## src/hdl/pf2rgba8_pkg.sv

```systemverilog
// Shared types, constants and format codes for the pixel format to RGBA8 converter.
package pf2rgba8_pkg;

	localparam int unsigned COMP_W   = 16;
	localparam int unsigned BYTE_W   = 8;
	localparam int unsigned NUM_COMP = 4;
	localparam int unsigned IN_W     = COMP_W * NUM_COMP;
	localparam int unsigned OUT_W    = BYTE_W * NUM_COMP;
	localparam int unsigned PADDR_W  = 3;
	localparam int unsigned PDATA_W  = 32;

	// half-float fields
	localparam int unsigned HALF_MANT_W = 10;
	localparam int unsigned HALF_EXP_W  = 5;
	localparam logic [HALF_EXP_W-1:0] HALF_EXP_MAX = 5'h1f;
	localparam logic [HALF_EXP_W-1:0] HALF_EXP_ONE = 5'd15;
	localparam logic [BYTE_W-1:0]     UNORM_MAX    = 8'hff;

	typedef enum logic [1:0] {
		FMT_RGBA8   = 2'd0,
		FMT_BGRA8   = 2'd1,
		FMT_RGBA16F = 2'd2,
		FMT_NONE    = 2'd3
	} pix_fmt_t;

	typedef enum logic [0:0] {
		REG_PIXEL_FORMAT = 1'b0,
		REG_UNUSED       = 1'b1
	} reg_idx_t;

	typedef logic [COMP_W-1:0] comp_t;
	typedef logic [BYTE_W-1:0] byte_t;

	typedef struct packed {
		comp_t comp3;
		comp_t comp2;
		comp_t comp1;
		comp_t comp0;
	} pix_in_t;

	typedef struct packed {
		byte_t alpha;
		byte_t blue;
		byte_t green;
		byte_t red;
	} pix_out_t;

endpackage

```

## src/hdl/pf2rgba8_regs.sv

```systemverilog
// APB configuration register block holding the source pixel format.
module pf2rgba8_regs (
	input  logic                                clk,
	input  logic                                arst_n,
	input  logic                                psel,
	input  logic                                penable,
	input  logic                                pwrite,
	input  logic [pf2rgba8_pkg::PADDR_W-1:0]    paddr,
	input  logic [pf2rgba8_pkg::PDATA_W-1:0]    pwdata,
	output logic [pf2rgba8_pkg::PDATA_W-1:0]    prdata,
	output logic                                pready,
	output pf2rgba8_pkg::pix_fmt_t              pixel_format
);

	pf2rgba8_pkg::pix_fmt_t   fmt_q;
	pf2rgba8_pkg::reg_idx_t   reg_idx;
	logic                     wr_en;

	assign reg_idx = pf2rgba8_pkg::reg_idx_t'(paddr[2]);
	assign pready  = 1'b1;
	assign wr_en   = psel && penable && pwrite && pready;

	always_ff @(posedge clk or negedge arst_n) begin
		if (!arst_n) begin
			fmt_q <= pf2rgba8_pkg::FMT_RGBA8;
		end else if (wr_en && (reg_idx == pf2rgba8_pkg::REG_PIXEL_FORMAT)) begin
			fmt_q <= pf2rgba8_pkg::pix_fmt_t'(pwdata[1:0]);
		end
	end

	always_comb begin
		case (reg_idx)
			pf2rgba8_pkg::REG_PIXEL_FORMAT: prdata = {30'd0, fmt_q};
			default:                        prdata = '0;
		endcase
	end

	assign pixel_format = fmt_q;

endmodule

```

## src/hdl/pf2rgba8_half_cvt.sv

```systemverilog
// Converts one binary16 component to an unsigned normalized byte with exact rounding.
module pf2rgba8_half_cvt (
	input  pf2rgba8_pkg::comp_t  half_in,
	output pf2rgba8_pkg::byte_t  unorm_out
);

	logic                                      sign;
	logic [pf2rgba8_pkg::HALF_EXP_W-1:0]       expo;
	logic [pf2rgba8_pkg::HALF_MANT_W:0]        sig;
	logic [18:0]                               scaled;
	logic [24:0]                               rnd;
	logic [24:0]                               sum;
	logic [24:0]                               shifted;

	assign sign = half_in[15];
	assign expo = half_in[14:10];
	assign sig  = {1'b1, half_in[9:0]};

	// sig * 255
	assign scaled  = {sig, 8'd0} - {8'd0, sig};
	assign rnd     = 25'd1 << (5'd24 - expo);
	assign sum     = {6'd0, scaled} + rnd;
	assign shifted = sum >> (5'd25 - expo);

	always_comb begin
		if (expo == pf2rgba8_pkg::HALF_EXP_MAX) begin
			// inf gives full scale, NaN and -inf give zero
			unorm_out = (half_in[9:0] != '0 || sign) ? '0 : pf2rgba8_pkg::UNORM_MAX;
		end else if (sign) begin
			unorm_out = '0;
		end else if (expo >= pf2rgba8_pkg::HALF_EXP_ONE) begin
			unorm_out = pf2rgba8_pkg::UNORM_MAX;
		end else if (expo == '0) begin
			unorm_out = '0;
		end else begin
			unorm_out = shifted[7:0];
		end
	end

endmodule

```

## src/hdl/pf2rgba8_fmt_sel.sv

```systemverilog
// Per-format component selection: byte passthrough, red/blue swap, half-float convert or zero.
module pf2rgba8_fmt_sel (
	input  pf2rgba8_pkg::pix_fmt_t   pixel_format,
	input  pf2rgba8_pkg::pix_in_t    pix_in,
	output pf2rgba8_pkg::pix_out_t   pix_out
);

	pf2rgba8_pkg::byte_t  h0, h1, h2, h3;

	pf2rgba8_half_cvt u_cvt0 (.half_in(pix_in.comp0), .unorm_out(h0));
	pf2rgba8_half_cvt u_cvt1 (.half_in(pix_in.comp1), .unorm_out(h1));
	pf2rgba8_half_cvt u_cvt2 (.half_in(pix_in.comp2), .unorm_out(h2));
	pf2rgba8_half_cvt u_cvt3 (.half_in(pix_in.comp3), .unorm_out(h3));

	always_comb begin
		case (pixel_format)
			pf2rgba8_pkg::FMT_RGBA8: begin
				pix_out.red   = pix_in.comp0[7:0];
				pix_out.green = pix_in.comp1[7:0];
				pix_out.blue  = pix_in.comp2[7:0];
				pix_out.alpha = pix_in.comp3[7:0];
			end
			pf2rgba8_pkg::FMT_BGRA8: begin
				pix_out.red   = pix_in.comp2[7:0];
				pix_out.green = pix_in.comp1[7:0];
				pix_out.blue  = pix_in.comp0[7:0];
				pix_out.alpha = pix_in.comp3[7:0];
			end
			pf2rgba8_pkg::FMT_RGBA16F: begin
				pix_out.red   = h0;
				pix_out.green = h1;
				pix_out.blue  = h2;
				pix_out.alpha = h3;
			end
			default: begin
				pix_out = '0;
			end
		endcase
	end

endmodule

```

## src/hdl/pixel_format_to_rgba8_unit.sv

```systemverilog
// Top level of the pixel format to RGBA8 converter: stream pipeline and APB port.
//
// Takes one source pixel per beat and returns one RGBA8 pixel per beat. The
// source format (rgba8, bgra8 or four half-float components) comes from the
// pixel_format register at byte address 0, and must only be changed while no
// pixel is in flight. Throughput is one pixel per clock while m_axis_tready is
// high. An accepted pixel is held in the input register, then passes through the
// conversion logic into the output register, which drives m_axis_tvalid and
// m_axis_tdata. Each register advances as soon as the one after it is empty or
// being emptied, so bubbles close up; s_axis_tready drops only while both
// registers hold a pixel and m_axis_tready is low.
module pixel_format_to_rgba8_unit (
	input  logic                                clk,
	input  logic                                arst_n,
	// APB
	input  logic                                psel,
	input  logic                                penable,
	input  logic                                pwrite,
	input  logic [pf2rgba8_pkg::PADDR_W-1:0]    paddr,
	input  logic [pf2rgba8_pkg::PDATA_W-1:0]    pwdata,
	output logic [pf2rgba8_pkg::PDATA_W-1:0]    prdata,
	output logic                                pready,
	// source pixels
	input  logic                                s_axis_tvalid,
	output logic                                s_axis_tready,
	input  logic [pf2rgba8_pkg::IN_W-1:0]       s_axis_tdata,   // comp0, comp1, comp2, comp3
	// RGBA8 pixels
	output logic                                m_axis_tvalid,
	input  logic                                m_axis_tready,
	output logic [pf2rgba8_pkg::OUT_W-1:0]      m_axis_tdata    // red, green, blue, alpha
);

	pf2rgba8_pkg::pix_fmt_t   pixel_format;
	pf2rgba8_pkg::pix_in_t    pix_s1;
	pf2rgba8_pkg::pix_out_t   pix_cvt;
	pf2rgba8_pkg::pix_out_t   pix_s2;
	logic                     valid_s1;
	logic                     valid_s2;
	logic                     adv_s2;

	pf2rgba8_regs u_regs (
		.clk          (clk),
		.arst_n       (arst_n),
		.psel         (psel),
		.penable      (penable),
		.pwrite       (pwrite),
		.paddr        (paddr),
		.pwdata       (pwdata),
		.prdata       (prdata),
		.pready       (pready),
		.pixel_format (pixel_format)
	);

	pf2rgba8_fmt_sel u_sel (
		.pixel_format (pixel_format),
		.pix_in       (pix_s1),
		.pix_out      (pix_cvt)
	);

	assign adv_s2        = !valid_s2 || m_axis_tready;
	assign s_axis_tready = !valid_s1 || adv_s2;

	always_ff @(posedge clk or negedge arst_n) begin
		if (!arst_n) begin
			valid_s1 <= 1'b0;
			valid_s2 <= 1'b0;
		end else begin
			if (s_axis_tready) begin
				valid_s1 <= s_axis_tvalid;
			end
			if (adv_s2) begin
				valid_s2 <= valid_s1;
			end
		end
	end

	always_ff @(posedge clk) begin
		if (s_axis_tvalid && s_axis_tready) begin
			pix_s1 <= pf2rgba8_pkg::pix_in_t'(s_axis_tdata);
		end
		if (valid_s1 && adv_s2) begin
			pix_s2 <= pix_cvt;
		end
	end

	assign m_axis_tvalid = valid_s2;
	assign m_axis_tdata  = pix_s2;

`ifndef SYNTHESIS
	a_empty_never_stalls: assert property (@(posedge clk) disable iff (!arst_n)
		!valid_s2 |-> s_axis_tready)
		else $error("input stalled with empty output register");

	a_accept_lands_s1: assert property (@(posedge clk) disable iff (!arst_n)
		(s_axis_tvalid && s_axis_tready) |=> valid_s1)
		else $error("accepted beat lost before stage 1");

	a_s1_moves_to_s2: assert property (@(posedge clk) disable iff (!arst_n)
		(valid_s1 && adv_s2) |=> valid_s2)
		else $error("stage 1 beat lost before output register");

	a_out_held_when_stalled: assert property (@(posedge clk) disable iff (!arst_n)
		(valid_s1 && !adv_s2) |=> (valid_s1 && $stable(pix_s1)))
		else $error("stage 1 beat changed during stall");
`endif

endmodule

```

## config.mk

```make
export PLATFORM = sky130hd
export DESIGN_NAME = pixel_format_to_rgba8_unit
export DESIGN_NICKNAME = d
export VERILOG_FILES = /design/src/hdl/pf2rgba8_pkg.sv /design/src/hdl/pf2rgba8_regs.sv /design/src/hdl/pf2rgba8_half_cvt.sv /design/src/hdl/pf2rgba8_fmt_sel.sv /design/src/hdl/pixel_format_to_rgba8_unit.sv
export SDC_FILE = /design/constraint.sdc
export NUM_CORES = 1
export LEC_CHECK = 0
export BUFFER_PORTS_ARGS = -buffer_cell sky130_fd_sc_hd__buf_2
export CAP_MARGIN = 20
export CORE_UTILIZATION = 40
export DETAILED_ROUTE_END_ITERATION = 10
export PLACE_DENSITY = 0.66
export SLEW_MARGIN = 20
export SYNTH_ARGS = -nofsm -noshare
export SYNTH_HDL_FRONTEND = slang
export SYNTH_SLANG_ARGS = --single-unit
```

## constraint.sdc

```tcl
create_clock -name clk -period 12.93 [get_ports clk]
set_input_delay 3.2325 -clock clk [delete_from_list [all_inputs] [get_ports clk]]
set_output_delay 3.2325 -clock clk [all_outputs]
set_load 0.02 [all_outputs]
```

==> flow_metrics.py <==
metrics = {
    "outcome": {
        "status": "completed",
    },
    "power_and_ir_drop": {
        "leakagePower_nw": 6.02,
        "comb_power_share_pct": 45.6,
        "p_per_area_nw_per_um2": 88.1,
        "p_sw_mw": 0.561,
        "p_int_mw": 0.758,
        "seqPwrFrac_pct": 33.3,
        "switching_share_pct": 42.5,
        "total_power_mw": 1.32,
        "ir_worst_vdd_mv": 0.0889,
        "power.share.clock_pct": 21.1,
    },
    "die": {
        "rows": 68,
        "fp.dieH_um": 189,
        "ios": 173,
        "core_sq_um": 34500,
        "dieArea_sq_um": 35800,
        "die_w_um": 189,
        "initial_core_util_pct": 40.6,
    },
    "routing": {
        "first_pass_iters": 7,
        "via_per_inst": 6.05,
        "drtIter0Drc": 1382,
        "ant_nets": 0,
        "wl_per_cell_um": 19.1,
        "drc_errors": 0,
        "vias": 13700,
        "wl_um": 43400,
    },
    "yosys": {
        "synth_area_leaders": "edfxtp_1 21%, ha_1 8.6%, xnor2_1 5.3%",
        "synth_top_cell_by_area": "edfxtp_1",
        "yosysSeqAreaShare_pct": 21.3,
        "ys_ff_latch": 100,
        "synth_ff_type": "edfxtp_1",
        "syn_inst": 1776,
        "yosys_warnings": 0,
        "synth-edff-count": 96,
        "async_flop_share_pct": 4.00,
        "yosysTopAreaCellShare_pct": 20.5,
        "synth.most_common_cell": "nand2_1",
        "synth_common_cells": "183 x nand2_1, 178 x nor2_1, 117 x a21oi_1, 96 x edfxtp_1, 96 x ha_1",
        "netlist_area_sq_um": 14000,
        "synth_cell_type_count": 104,
        "syn_avg_cell_area_sq_um": 7.90,
    },
    "clock_tree": {
        "cts.sinks": 100,
        "ctsResizeCount": 0,
        "cts_root_buf": "clkbuf_16",
        "hold_buffers": 0,
        "clock_latency_ns": 0.37,
        "cts_buffer_depth": 2,
        "cts.htree.levels": 3,
        "clk_pin_slew_ns": 0.08,
        "cts_tree": "done",
        "cts_made_buffers": 9,
        "postCtsSetupBuffers": 0,
    },
    "critical_path": {
        "start_kind": "input port",
        "regToRegSetupSlack_ns": 6.92,
        "r2r_start": "pix_s1[11]",
        "cp_top_family": "buffers and inverters",
        "arrival_ns": 3.69,
        "critPathKind": "in2out",
        "max_stage_delay_ns": 0.18,
        "path_common_cell": "buf_2",
        "worstPathMaxFanout": 3,
        "required_ns": 9.70,
        "cp.buffers_inverters": 2,
        "cp_cell_sequence": "buf_2 -> nand3b_1 -> buf_2",
        "worst_setup_path_end_kind": "primary output",
        "timing.critical_path.from": "m_axis_tready",
        "slowest_stage": "nand3b_1",
    },
    "global_routing": {
        "overflow": 0,
        "grt_pass1_wl_um": 68300,
        "grt_pass1_vias": 12700,
        "track_usage_pct": 23.8,
        "antenna_found_initial": 0,
        "grt_start_max_net_pins": 65,
    },
    "placed_design": {
        "port_buffers": 109,
        "hpwl_um": 34100,
        "gp_congestion": 0.950,
        "dpl.cell_count": 2249,
        "preCtsSetupSlack_ns": 6.01,
    },
    "timing": {
        "tightestPinTransition_ns": 0.929,
        "fmax_ghz": 0.144,
        "maxSlewHeadroom_pct": 38.0,
        "drv_slew": 0,
        "finalHoldViolations": 0,
        "finalSetupViolCount": 0,
        "rsz0062_at_grt": "no",
        "timing.setup.tns_ns": 0,
        "fin_crit_ns": 6.93,
        "period_share_pct": 53.6,
        "finalClockSkew_ns": 0.0122,
        "layout_setup_ws_ns": 6.00,
    },
    "finish": {
        "syn2layout_area_growth_pct": 6.67,
        "drive_above_1_share_pct": 11.9,
        "final_cell_count_no_fill": 2265,
        "num_antenna_cells": 0,
        "finalNetCount": 2011,
    },
    "hold_path": {
        "min_path_type": "reg2reg",
        "worstHoldStart": "valid_s1",
    },
    "job": {
        "maxCapViolations": 0,
    },
}
==> area by class of cell <==
class                      instances  area (sq um)
multi-input combinational       1511         10200
timing repair buffer             125           666
clock inverter                     7          71.3
tap                              455           569
clock buffer                       9           225
fill                            3503         19600
inverter                          58           218
sequential                       100          2980
==> registers in the layout, indices dropped and copies added (netlist names) <==
name and flops:
pix_s1 64, m_axis_tdata 32, u_regs.pixel_format 2, m_axis_tvalid 1, valid_s1 1
==> logic make-up after synthesis <==
family | count (synthesis) | synth area share, %
simple gates | 650 | 22.0
xor+xnor | 134 | 8.42
compound gates | 501 | 24.8
buf+inv | 194 | 6.60
mux | 95 | 7.78
other cells | 2 | 0.0535
fa+ha+maj | 100 | 9.13
flops | 100 | 21.3
==> worst register-to-register path: cells and delay by family, from the launching register on <==
family / cells / cell delay [ns]
flip-flops: 1 / 0.87
AND/OR/NAND/NOR: 6 / 1.01
multiplexers: 1 / 0.46
buffers and inverters: 2 / 0.91
XOR/XNOR: 2 / 0.42
AO/OA/AOI/OAI: 3 / 0.79
adder cells (fa/ha/maj): 3 / 1.30
==> layout by cell type (no fill, tap or decap), types with 31 or more instances in the layout <==
cell	Yosys	final
nand3_1	36	36
ha_1	96	96
edfxtp_1	96	96
a211oi_1	31	31
nor2_1	178	178
conb_1	2	31
mux2i_1	64	64
buf_2	3	109
nand2b_1	36	36
nor3_1	84	84
a21oi_1	117	117
inv_1	54	54
o21ai_0	91	91
nand2_1	183	183
xor2_1	48	48
xnor2_1	85	85
==> per-layer routing <==
metal | part of all wire [%] | up-vias | GRT usage (%)
met3 | 6.9 | 59 | 3.52
met2 | 46 | 530 | 38.8
met4 | 2.2 | 0 | 6.92
li1 | - | 6596 | -
met1 | 45 | 6523 | 32.6
met5 | 0 | - | 0
==> metrics by stage <==
step                hold slack, ns  utilization [%]  cell area, sq um
floorplan                    0.449                -             14100
global placement             0.479             42.5             14700
detailed placement           0.492             42.5             14700
CTS                          0.504             43.3             15000
global route                 0.529             43.3             15000
finish                       0.502             43.3             15000
==> power by group through the flow <==
stage | logic [mW] | registers [mW] | clock network [mW]
3_5_place_dp | 0.588 | 0.445 | 0
6_report | 0.602 | 0.439 | 0.278
3_3_place_gp | 0.582 | 0.445 | 0
5_1_grt | 0.653 | 0.442 | 0.299
2_1_floorplan | 0.443 | 0.437 | 0
4_1_cts | 0.591 | 0.438 | 0.286
==> path summary, 6_finish.rpt <==
| path | end | depth (start not counted) |
|---|---|---|
| max | s_axis_tready | 3 |
| min | m_axis_tvalid | 1 |
| max reg2reg | m_axis_tdata[6] | 17 |
| min reg2reg | m_axis_tvalid | 1 |
| max in group asynchronous | u_regs.pixel_format[0] | 1 |
| min in group asynchronous | valid_s1 | 1 |
(Power assumes the default switching activity.)
